===== config.mk =====
export PLATFORM = sky130hd
export DESIGN_NAME = encoder_period_speed_meter
export DESIGN_NICKNAME = d
export VERILOG_FILES = /design/src/rtl/epsm_pkg.sv /design/src/rtl/encoder_period_speed_meter.sv /design/src/rtl/epsm_div.sv
export SDC_FILE = /design/constraint.sdc
export NUM_CORES = 2
export LEC_CHECK = 0
export BUFFER_PORTS_ARGS = -buffer_cell sky130_fd_sc_hd__buf_2
export CAP_MARGIN = 20
export CORE_MARGIN = 10
export CORE_UTILIZATION = 65
export CTS_BUF_LIST = sky130_fd_sc_hd__clkbuf_8
export CTS_CLUSTER_SIZE = 28
export DETAILED_ROUTE_END_ITERATION = 10
export PLACE_DENSITY = 0.83
export SLEW_MARGIN = 20
export SYNTH_ARGS = -nofsm -noshare
export SYNTH_HDL_FRONTEND = slang
export SYNTH_HIERARCHICAL = 1
export SYNTH_SLANG_ARGS = --single-unit

===== constraint.sdc =====
create_clock -name clock -period 30.3 [get_ports clock]
set_clock_uncertainty 0.1 [all_clocks]
set_input_delay 3.03 -clock clock [delete_from_list [all_inputs] [get_ports clock]]
set_output_delay 3.03 -clock clock [all_outputs]
set_load 0.02 [all_outputs]

===== src/rtl/epsm_pkg.sv =====
// Package for the encoder period speed meter: widths, speed constants,
// register addresses, sequencer states and the divider command word.
// No dependencies.
`default_nettype none

package epsm_pkg;

   localparam int TS_W    = 32;
   localparam int PPR_W   = 16;
   localparam int SPEED_W = 38;
   localparam int FRAC_W  = 8;
   localparam int ADDR_W  = 4;
   localparam int DATA_W  = 32;

   // Q16 speed constants; quotient bits follow from the largest result
   localparam int K_W   = 45;
   localparam int Q_W   = 37;
   localparam int P_W   = PPR_W + TS_W;
   localparam int REM_W = P_W + FRAC_W + 1;
   localparam int CNT_W = 6;

   localparam logic [K_W-1:0] K_DEG = 45'd23592960000000;
   localparam logic [K_W-1:0] K_RAD = 45'd411774832291;
   localparam logic [Q_W-1:0] SPEED_MAX = 37'd92160000000;

   localparam logic [PPR_W-1:0] PPR_RESET   = 16'd500;
   localparam logic [TS_W-1:0]  LIMIT_RESET = 32'd227633;
   localparam logic [TS_W-1:0]  PREV_RESET  = 32'd20;
   localparam logic [TS_W-1:0]  HELD_RESET  = 32'd1000000;

   localparam logic [ADDR_W-1:0] ADDR_PPR   = 4'h0;
   localparam logic [ADDR_W-1:0] ADDR_UNIT  = 4'h4;
   localparam logic [ADDR_W-1:0] ADDR_LIMIT = 4'h8;

   typedef enum logic [7:0] {
      ST_IDLE   = 8'b0000_0001,
      ST_MUL_LP = 8'b0000_0010,
      ST_MUL_LO = 8'b0000_0100,
      ST_MUL_HI = 8'b0000_1000,
      ST_CHECK  = 8'b0001_0000,
      ST_MUL_P  = 8'b0010_0000,
      ST_DIV    = 8'b0100_0000,
      ST_FINISH = 8'b1000_0000
   } state_type;

   typedef struct packed {
      logic start;
      logic degrees;
   } div_cmd_type;

endpackage

`default_nettype wire


===== src/rtl/encoder_period_speed_meter.sv =====
// Each accepted edge word makes four passes through the shared 32x32 multiplier,
// one compare, then the 37-step restoring divider, and its result word is then
// registered in ST_FINISH.
// The next edge is taken once the result is registered; a stalled result holds the next one.
// Reset (synchronous) restores the registers and the edge history, empties the output.
// Depends on epsm_pkg and epsm_div.
`default_nettype none

module encoder_period_speed_meter (
   input  wire                                  clock,
   input  wire                                  reset,
   input  wire                                  req_valid,
   output logic                                 req_ready,
   input  wire  [epsm_pkg::TS_W-1:0]            req_timestamp_us,
   input  wire                                  req_b_is_low,
   output logic                                 rsp_valid,
   input  wire                                  rsp_ready,
   output logic signed [epsm_pkg::SPEED_W-1:0]  rsp_speed_q8,
   output logic [epsm_pkg::TS_W-1:0]            rsp_period_us,
   output logic                                 rsp_accepted,
   output logic                                 rsp_reverse,
   input  wire                                  csr_psel,
   input  wire                                  csr_penable,
   input  wire                                  csr_pwrite,
   input  wire  [epsm_pkg::ADDR_W-1:0]          csr_paddr,
   input  wire  [epsm_pkg::DATA_W-1:0]          csr_pwdata,
   output logic [epsm_pkg::DATA_W-1:0]          csr_prdata,
   output logic                                 csr_pready
);

   epsm_pkg::state_type                 state_ff, state_in;
   logic [epsm_pkg::PPR_W-1:0]          ppr_ff, ppr_in;
   logic                                deg_ff, deg_in;
   logic [epsm_pkg::TS_W-1:0]           lim_ff, lim_in;
   logic [epsm_pkg::TS_W-1:0]           last_ff, last_in;
   logic [epsm_pkg::TS_W-1:0]           prev_ff, prev_in;
   logic [epsm_pkg::TS_W-1:0]           held_ff, held_in;
   logic                                rsp_valid_ff, rsp_valid_in;

   logic [epsm_pkg::TS_W-1:0]           cur_ff, cur_in;
   logic [epsm_pkg::TS_W-1:0]           dif_ff, dif_in;
   logic                                rev_ff, rev_in;
   logic                                ok_ff, ok_in;
   logic [2*epsm_pkg::TS_W-1:0]         a_ff, a_in;
   logic [2*epsm_pkg::TS_W-1:0]         lo_ff, lo_in;
   logic [2*epsm_pkg::TS_W-1:0]         hi_ff, hi_in;
   logic signed [epsm_pkg::SPEED_W-1:0] speed_ff, speed_in;
   logic [epsm_pkg::TS_W-1:0]           period_ff, period_in;
   logic                                acc_ff, acc_in;
   logic                                revo_ff, revo_in;

   logic [epsm_pkg::TS_W-1:0]           mul_a, mul_b;
   logic [2*epsm_pkg::TS_W-1:0]         mul_p;
   logic [2*epsm_pkg::TS_W-1:0]         r_hi;
   logic                                chk_ok;
   logic                                csr_wr;
   logic [epsm_pkg::Q_W-1:0]            mag;
   logic [epsm_pkg::SPEED_W-1:0]        mag_x;

   epsm_pkg::div_cmd_type               div_cmd;
   logic                                div_done;
   logic [epsm_pkg::Q_W-1:0]            div_q;

   // shared multiplier
   always_comb begin
      unique case (state_ff)
         epsm_pkg::ST_MUL_LP: begin
            mul_a = lim_ff;
            mul_b = prev_ff;
         end
         epsm_pkg::ST_MUL_LO: begin
            mul_a = a_ff[epsm_pkg::TS_W-1:0];
            mul_b = cur_ff;
         end
         epsm_pkg::ST_MUL_HI: begin
            mul_a = a_ff[2*epsm_pkg::TS_W-1:epsm_pkg::TS_W];
            mul_b = cur_ff;
         end
         epsm_pkg::ST_MUL_P: begin
            mul_a = epsm_pkg::TS_W'(ppr_ff);
            mul_b = held_ff;
         end
         default: begin
            mul_a = '0;
            mul_b = '0;
         end
      endcase
   end

   assign mul_p  = mul_a * mul_b;
   assign r_hi   = hi_ff + {{epsm_pkg::TS_W{1'b0}}, lo_ff[2*epsm_pkg::TS_W-1:epsm_pkg::TS_W]};
   assign chk_ok = (cur_ff != '0) && ({{epsm_pkg::TS_W{1'b0}}, dif_ff} <= r_hi);

   assign div_cmd.start   = (state_ff == epsm_pkg::ST_MUL_P);
   assign div_cmd.degrees = deg_ff;

   epsm_div u_div (
      .clock    (clock),
      .reset    (reset),
      .cmd      (div_cmd),
      .divisor  (mul_p[epsm_pkg::P_W-1:0]),
      .done     (div_done),
      .quotient (div_q)
   );

   assign mag   = (a_ff[epsm_pkg::P_W-1:0] == '0) ? epsm_pkg::SPEED_MAX : div_q;
   assign mag_x = {1'b0, mag};

   assign csr_wr = csr_psel && csr_penable && csr_pwrite;

   always_comb begin
      state_in     = state_ff;
      ppr_in       = ppr_ff;
      deg_in       = deg_ff;
      lim_in       = lim_ff;
      last_in      = last_ff;
      prev_in      = prev_ff;
      held_in      = held_ff;
      rsp_valid_in = rsp_valid_ff;
      cur_in       = cur_ff;
      dif_in       = dif_ff;
      rev_in       = rev_ff;
      ok_in        = ok_ff;
      a_in         = a_ff;
      lo_in        = lo_ff;
      hi_in        = hi_ff;
      speed_in     = speed_ff;
      period_in    = period_ff;
      acc_in       = acc_ff;
      revo_in      = revo_ff;

      if (csr_wr) begin
         unique case (csr_paddr)
            epsm_pkg::ADDR_PPR:   ppr_in = csr_pwdata[epsm_pkg::PPR_W-1:0];
            epsm_pkg::ADDR_UNIT:  deg_in = csr_pwdata[0];
            epsm_pkg::ADDR_LIMIT: lim_in = csr_pwdata;
            default: ;
         endcase
      end

      if (rsp_valid_ff && rsp_ready) begin
         rsp_valid_in = 1'b0;
      end

      unique case (state_ff)
         epsm_pkg::ST_IDLE: begin
            if (req_valid) begin
               cur_in   = req_timestamp_us - last_ff;
               rev_in   = req_b_is_low;
               last_in  = req_timestamp_us;
               state_in = epsm_pkg::ST_MUL_LP;
            end
         end
         epsm_pkg::ST_MUL_LP: begin
            a_in     = mul_p;
            dif_in   = (prev_ff > cur_ff) ? (prev_ff - cur_ff) : (cur_ff - prev_ff);
            state_in = epsm_pkg::ST_MUL_LO;
         end
         epsm_pkg::ST_MUL_LO: begin
            lo_in    = mul_p;
            state_in = epsm_pkg::ST_MUL_HI;
         end
         epsm_pkg::ST_MUL_HI: begin
            hi_in    = mul_p;
            state_in = epsm_pkg::ST_CHECK;
         end
         epsm_pkg::ST_CHECK: begin
            ok_in   = chk_ok;
            prev_in = cur_ff;
            if (chk_ok) begin
               held_in = cur_ff;
            end
            state_in = epsm_pkg::ST_MUL_P;
         end
         epsm_pkg::ST_MUL_P: begin
            a_in     = mul_p;
            state_in = epsm_pkg::ST_DIV;
         end
         epsm_pkg::ST_DIV: begin
            if (div_done) begin
               state_in = epsm_pkg::ST_FINISH;
            end
         end
         epsm_pkg::ST_FINISH: begin
            if (!rsp_valid_ff || rsp_ready) begin
               speed_in     = rev_ff ? -$signed(mag_x) : $signed(mag_x);
               period_in    = held_ff;
               acc_in       = ok_ff;
               revo_in      = rev_ff;
               rsp_valid_in = 1'b1;
               state_in     = epsm_pkg::ST_IDLE;
            end
         end
         default: state_in = epsm_pkg::ST_IDLE;
      endcase
   end

   always_ff @(posedge clock) begin
      if (reset) begin
         state_ff     <= epsm_pkg::ST_IDLE;
         ppr_ff       <= epsm_pkg::PPR_RESET;
         deg_ff       <= 1'b0;
         lim_ff       <= epsm_pkg::LIMIT_RESET;
         last_ff      <= '0;
         prev_ff      <= epsm_pkg::PREV_RESET;
         held_ff      <= epsm_pkg::HELD_RESET;
         rsp_valid_ff <= 1'b0;
      end else begin
         state_ff     <= state_in;
         ppr_ff       <= ppr_in;
         deg_ff       <= deg_in;
         lim_ff       <= lim_in;
         last_ff      <= last_in;
         prev_ff      <= prev_in;
         held_ff      <= held_in;
         rsp_valid_ff <= rsp_valid_in;
      end
   end

   always_ff @(posedge clock) begin
      cur_ff    <= cur_in;
      dif_ff    <= dif_in;
      rev_ff    <= rev_in;
      ok_ff     <= ok_in;
      a_ff      <= a_in;
      lo_ff     <= lo_in;
      hi_ff     <= hi_in;
      speed_ff  <= speed_in;
      period_ff <= period_in;
      acc_ff    <= acc_in;
      revo_ff   <= revo_in;
   end

   always_comb begin
      unique case (csr_paddr)
         epsm_pkg::ADDR_PPR:   csr_prdata = epsm_pkg::DATA_W'(ppr_ff);
         epsm_pkg::ADDR_UNIT:  csr_prdata = epsm_pkg::DATA_W'(deg_ff);
         epsm_pkg::ADDR_LIMIT: csr_prdata = lim_ff;
         default:              csr_prdata = '0;
      endcase
   end

   assign csr_pready    = 1'b1;
   assign req_ready     = (state_ff == epsm_pkg::ST_IDLE);
   assign rsp_valid     = rsp_valid_ff;
   assign rsp_speed_q8  = speed_ff;
   assign rsp_period_us = period_ff;
   assign rsp_accepted  = acc_ff;
   assign rsp_reverse   = revo_ff;

endmodule

`default_nettype wire


===== src/rtl/epsm_div.sv =====
// Restoring divider for the speed magnitude: Q16 speed constant over
// (pulses per rev * period) << 8, one quotient bit per cycle.
// Depends on epsm_pkg.
`default_nettype none

module epsm_div (
   input  wire                             clock,
   input  wire                             reset,
   input  wire  epsm_pkg::div_cmd_type     cmd,
   input  wire  [epsm_pkg::P_W-1:0]        divisor,
   output logic                            done,
   output logic [epsm_pkg::Q_W-1:0]        quotient
);

   logic                             busy_ff, busy_in;
   logic                             done_ff, done_in;
   logic [epsm_pkg::CNT_W-1:0]       cnt_ff, cnt_in;
   logic [epsm_pkg::REM_W-1:0]       rem_ff, rem_in;
   logic [epsm_pkg::Q_W-1:0]         k_ff, k_in;
   logic [epsm_pkg::Q_W-1:0]         q_ff, q_in;
   logic [epsm_pkg::P_W-1:0]         den_ff, den_in;
   logic [epsm_pkg::K_W-1:0]         k_sel;
   logic [epsm_pkg::REM_W-1:0]       rem_sh;
   logic [epsm_pkg::REM_W-1:0]       den_x;
   logic                             ge;

   assign k_sel  = cmd.degrees ? epsm_pkg::K_DEG : epsm_pkg::K_RAD;
   assign rem_sh = {rem_ff[epsm_pkg::REM_W-2:0], k_ff[epsm_pkg::Q_W-1]};
   assign den_x  = {1'b0, den_ff, {epsm_pkg::FRAC_W{1'b0}}};
   assign ge     = (rem_sh >= den_x);

   always_comb begin
      busy_in = busy_ff;
      done_in = 1'b0;
      cnt_in  = cnt_ff;
      rem_in  = rem_ff;
      k_in    = k_ff;
      q_in    = q_ff;
      den_in  = den_ff;
      if (cmd.start) begin
         busy_in = 1'b1;
         cnt_in  = epsm_pkg::CNT_W'(epsm_pkg::Q_W - 1);
         rem_in  = epsm_pkg::REM_W'(k_sel[epsm_pkg::K_W-1:epsm_pkg::Q_W]);
         k_in    = k_sel[epsm_pkg::Q_W-1:0];
         q_in    = '0;
         den_in  = divisor;
      end else if (busy_ff) begin
         rem_in = ge ? (rem_sh - den_x) : rem_sh;
         k_in   = {k_ff[epsm_pkg::Q_W-2:0], 1'b0};
         q_in   = {q_ff[epsm_pkg::Q_W-2:0], ge};
         cnt_in = cnt_ff - 1'b1;
         if (cnt_ff == '0) begin
            busy_in = 1'b0;
            done_in = 1'b1;
         end
      end
   end

   always_ff @(posedge clock) begin
      if (reset) begin
         busy_ff <= 1'b0;
         done_ff <= 1'b0;
         cnt_ff  <= '0;
      end else begin
         busy_ff <= busy_in;
         done_ff <= done_in;
         cnt_ff  <= cnt_in;
      end
   end

   always_ff @(posedge clock) begin
      rem_ff <= rem_in;
      k_ff   <= k_in;
      q_ff   <= q_in;
      den_ff <= den_in;
   end

   assign done     = done_ff;
   assign quotient = q_ff;

endmodule

`default_nettype wire


# == Word level (Yosys, flattened, before mapping) ==
# Index checks and enable logic that the tools add are counted.
# op_classes
order_cmp,3
n_eq_ne,13
n_reduce_logical,22
addsub,7
mux,25
bitwise_logic,1
n_mul,1
# ops
op,n
one-hot mux 32 bit (3 select lines),2
two-way mux 37 bit,4
one-hot mux 32 bit (4 select lines),1
subtractor 32 bit,3
adder 64 x 32 -> 64 bit,1
<= comparator 32 x 64 -> 1 bit,1
multiplier 32 x 32 -> 64 bit,1
one-hot mux 8 bit (8 select lines),1
>= comparator 57 x 56 -> 1 bit,1
two-way mux 56 bit,1
subtractor 56 bit,1
logical NOT 48 bit,1
two-way mux 45 bit,1
two-way mux 8 bit,5
negator 37 -> 38 bit,1
> comparator 32 bit,1
two-way mux 32 bit,1
nonzero test 32 bit,1
two-way mux 6 bit,2
AND reduction 2 bit,6
"== test 8 x 1 -> 1 bit, second input constant",1
"== test 8 x 2 -> 1 bit, second input constant",1
"== test 8 x 3 -> 1 bit, second input constant",1
"== test 8 x 4 -> 1 bit, second input constant",1
20 further kinds,32
# totals
out_inout_bits,107
register_bits,670
input_bits,76
wordCells,101

# == Longest topological paths before layout ==
# depth
ltp_word,4
mapped_depth,41
depth_no_buf,37

# == Hierarchy ==
# The synthesis kept the hierarchy.
# modules_own_cells
module,seq_area_each_um2,area_each_um2,cells_each,n_inst
encoder_period_speed_meter,12031.5,57810.4,6440,1
epsm_div,4654.5,10105.9,1049,1

# == Worst setup path after synthesis ==
# Ideal clock, no wire load.
# synth_path
path_type,register -> register
from,register state_ff[2]
to,register a_ff[56] in the netlist's numbering (data pin)
t_arrival_ps,10705
path_buffers,4
setup_slack_ps,19223
t_required_ps,29927
path_stages_with_launch,35
synth_period_minus_slack_ps,11077
setup_ps,273
cell_sequence,dfxtp_1 nor2_1 nand2_1 nor3_1 nor3b_1 clkbuf_1 clkbuf_1 buf_1 a22oi_1 nand2_1 clkbuf_1 nand2_1 fa_1 inv_1 fa_1 inv_1 fa_1 inv_1 fa_1 fa_1 fa_1 fa_1 fa_1 ha_1 a21o_1 a21o_1 a221o_1 o21ba_2 o21ai_0 a31o_2 a211oi_1 o21ai_0 a21oi_1 o21ai_0 xor2_1
# synth_rtl
item,line_no,rtl
start: declaration,encoder_period_speed_meter.sv:31,"epsm_pkg::state_type state_ff, state_in;"
start signal: assignment,encoder_period_speed_meter.sv:200,state_ff <= epsm_pkg::ST_IDLE;
start signal: assignment,encoder_period_speed_meter.sv:209,state_ff <= state_in;
end signal: assignment,encoder_period_speed_meter.sv:225,a_ff <= a_in;
end: declaration,encoder_period_speed_meter.sv:44,"logic [2*epsm_pkg::TS_W-1:0] a_ff, a_in;"

# == Worst setup path in the final report ==
# layout_path
from,register state_ff[1]
to,register hi_ff[63] in the netlist's numbering (data pin)
# layout_via
elab_chain_cells,4
elab_cells_between_ends,8
cone_classes,1 x mul; 4 x eq/ne; 2 x mux; 1 x reduce/logical
# layout_lines
item,line_no,rtl
== test 8 x 4 -> 1 bit / == test 8 x 3 -> 1 bit (equally long branches),encoder_period_speed_meter.sv:66,unique case (state_ff)
OR reduction 2 bit (no line),-,
one-hot mux 32 bit (3 select lines),encoder_period_speed_meter.sv:66,
multiplier 32 x 32 -> 64 bit *,encoder_period_speed_meter.sv:90,assign mul_p = mul_a * mul_b;
named net mul_p (one bit),encoder_period_speed_meter.sv:53,logic [2*epsm_pkg::TS_W-1:0] mul_p;
end signal: assignment,encoder_period_speed_meter.sv:227,hi_ff <= hi_in;
end: declaration,encoder_period_speed_meter.sv:46,"logic [2*epsm_pkg::TS_W-1:0] hi_ff, hi_in;"
# Mark *: on every way through the listed nets, which the timed path passes. The rest lies on a longest branch.
# A chain may end at the register's enable or synchronous reset.

==> impl_metrics.yaml <==
synth:
  syn_inst: 7489
  syn_area_mm2: 0.0679
  synth_fp_nets: 8938
  synth_common_cells: "1141 x inv_1, 956 x nand2_1, 921 x nor2_1"
  synth-edff-count: 391
  yosysWarnings: 6
  synth_top_area_share_pct: 26.6
  synth_fa_ha_area_share_pct: 35.3
  synthMuxAreaShare_pct: 1.75
  synth-async-reset-ratio_pct: 0
  post_synth_num_cell_types: 103
  ys_seq_area_share_pct: 24.6
  synth-compound-area-share_pct: 11.2
  synth.area.top_cells: "fa_1 27%, edfxtp_1 17%, ha_1 8.7%"
  synth_ff_type: "edfxtp_1"
  yosys.area.top_type: "fa_1"
  synthSimpleGateAreaFrac_pct: 15.7
  yosys.cell_count.top_type: "inv_1"
  ys_seq_elements: 638
  synth_top_family_by_area: "adder cells"
  synthXorXnorAreaFrac_pct: 2.71
  syn_avg_cell_area_um2: 9.07
pwr:
  powerDensity_mw_per_mm2: 36.9
  total_power_mw: 2.67
  worst_ir_drop_vdd_mv: 0.0587
  p_leak_nw: 32.9
setup_path:
  crit_arrival_ns: 12.54
  crit_path_start_kind: "flip-flop"
  cp_slowest_stage_delay_ns: 0.94
  end_kind: "flip-flop"
  reg2reg_slack_ns: 18.16
  worstSetupPathType: "reg -> reg"
  crit_path_max_fanout: 79
  crit_top_cell: "fa_1"
  rr_startpoint: "state_ff[1]"
  cp.required_ns: 30.70
  slowest_stage: "a221o_1"
  ff2ff_path_depth: 34
  worstReg2RegEnd: "hi_ff[63]"
placement:
  gp_congestion: 1.06
  dp_cells: 8791
  dp_hpwl_um: 179000
  pre_cts_ws_ns: 18.51
  port-buffer-count: 181
clock_tree:
  clock-root-buffer: "clkbuf_8"
  cts_resized: 0
  cts.sinks: 638
  clockBufferDepth: 3
  clk_pin_slew_ns: 0.06
  cts_setup_buffers: 0
  hold_buffers: 0
  h-tree-depth: 3
  clk_latency_ns: 0.82
  numCtsBuffers: 106
  cts_tree: "done"
route:
  routed_wl_um: 233000
  drc: 0
  first_pass_iters: 7
  drt_iter0_markers: 7043
  viasPerCell: 6.34
  ant_nets: 0
  via_count: 57092
  wl_per_cell_um: 25.8
job:
  max_cap_violations: 0
min_path:
  hp-class: "reg -> reg"
  hold_end: "last_ff[9]"
  min_path_cells: 2
  hold_start: "last_ff[9]"
sta:
  drv_slew: 0
  setup_tns_ns: 0
  fmax_mhz: 82.4
  max_slew.worst_pin.slew_ns: 1.34
  fin_ws_ns: 18.16
  hold_viol: 0
  grt_setup_unrepaired: "false"
  fin_crit_ns: 12.14
  hold_ws_ns: 0.353
  max-slew-margin-rel_pct: 10.0
  fin_crit_sh_pct: 40.1
  setup_viol: 0
die:
  coreArea_mm2: 0.104
  start_util_pct: 65.5
  die_x_um: 343
  dieArea_mm2: 0.118
  ios: 183
  fp.dieH_um: 343
  rows: 118
grt:
  grt_pass1_wl_um: 347000
  gr-usage-all-layers_pct: 39.2
  grt_pass1_vias: 57129
  antenna_found_initial: 17
  grt-ovfl-total: 0
  grt_max_degree: 96
finish:
  drive_gt1_share_pct: 7.45
  syn_to_final_growth_pct: 6.55
  final_nets: 8969
  instances_no_fill: 9005
run_status:
  outcome: "finished clean"
critical path, delay by kind of cell, from the launching register on:
kind | cells | cell delay, ns
adders and majority gates | 9 | 4.49
AOI/OAI and AO/OA | 13 | 3.70
buffers and inverters | 6 | 2.13
and+or+nand+nor | 6 | 0.97
DFF | 1 | 0.33
report_power, final:
part           switching, mW  internal [mW]
Sequential            0.0686           1.01
Combinational          0.511          0.243
Clock                  0.383          0.460
worst max path at each step:
stage,startpoint,to,cells past startpoint
6_report,state_ff[1],hi_ff[63],34
5_1_grt,state_ff[2],hi_ff[63],35
2_1_floorplan,state_ff[2],a_ff[56],34
3_3_place_gp,state_ff[1],a_ff[56],36
4_1_cts,state_ff[1],hi_ff[56],36
3_5_place_dp,state_ff[1],a_ff[56],36
state kept, by name, indices dropped and copies added, names as in the netlist, 6 cells and up:
| signal | cells |
|---|---|
| lo_ff | 32 |
| a_ff | 64 |
| u_div/rem_ff | 56 |
| last_ff | 32 |
| state_ff | 8 |
| dif_ff | 32 |
| rsp_speed_q8 | 38 |
| prev_ff | 32 |
| ppr_ff | 16 |
| hi_ff | 64 |
| u_div/den_ff | 48 |
| held_ff | 32 |
| rsp_period_us | 32 |
| u_div/k_ff | 37 |
| u_div/cnt_ff | 6 |
| cur_ff | 32 |
| lim_ff | 32 |
| u_div/quotient | 37 |
final cells by class:
class	instances	area, µm²
diodes	12	30.0
clock buffers	119	1640
clock inverters	82	703
fillers	7994	31300
inverters	1143	4290
multi-input cells	5327	45400
flip-flops and latches	638	16700
well taps	1380	1730
repair buffers	304	1840
layer usage:
metal | share of wire [%] | GRT usage (%)
met2 | 43 | 58.1
met1 | 35 | 48.1
met3 | 14 | 14.6
met4 | 7.9 | 24.5
met5 | 0.23 | 2.25
kinds of logic after synthesis:
kind of cell | after synthesis
simple gates | 2463
buf+inv | 1524
fa+ha+maj | 1373
compound gates | 1163
flops | 638
xor+xnor | 210
mux | 117
other cells | 1
layout by cell type (no fill, tap or decap), types with 35 or more instances in the layout:
cell,synthesis,routed
a211oi_1,60,60
a21o_1,128,128
a21oi_1,352,352
a22oi_1,50,50
a31oi_1,35,35
and2_1,80,79
buf_2,17,180
buf_4,7,122
clkbuf_8,8,119
dfxtp_1,247,246
edfxtp_1,391,391
fa_1,901,901
ha_1,472,472
inv_1,1141,1170
mux2i_1,108,108
nand2_1,956,955
nand2b_1,46,45
nand3_1,79,79
nand4_1,69,69
nor2_1,921,920
nor2b_1,57,57
nor3_1,61,60
nor4_1,41,40
o21a_1,45,45
o21ai_0,190,190
o21bai_1,38,38
xnor2_1,138,138
xor2_1,72,72
per-stage QoR:
step | utilization, % | area [µm²]
finish | 69.8 | 72400
CTS | 69.8 | 72300
detailed placement | 67.5 | 70000
floorplan | - | 67900
global placement | 67.5 | 70000
global route | 69.8 | 72300
Note: power is estimated with default switching activity, not from simulation.
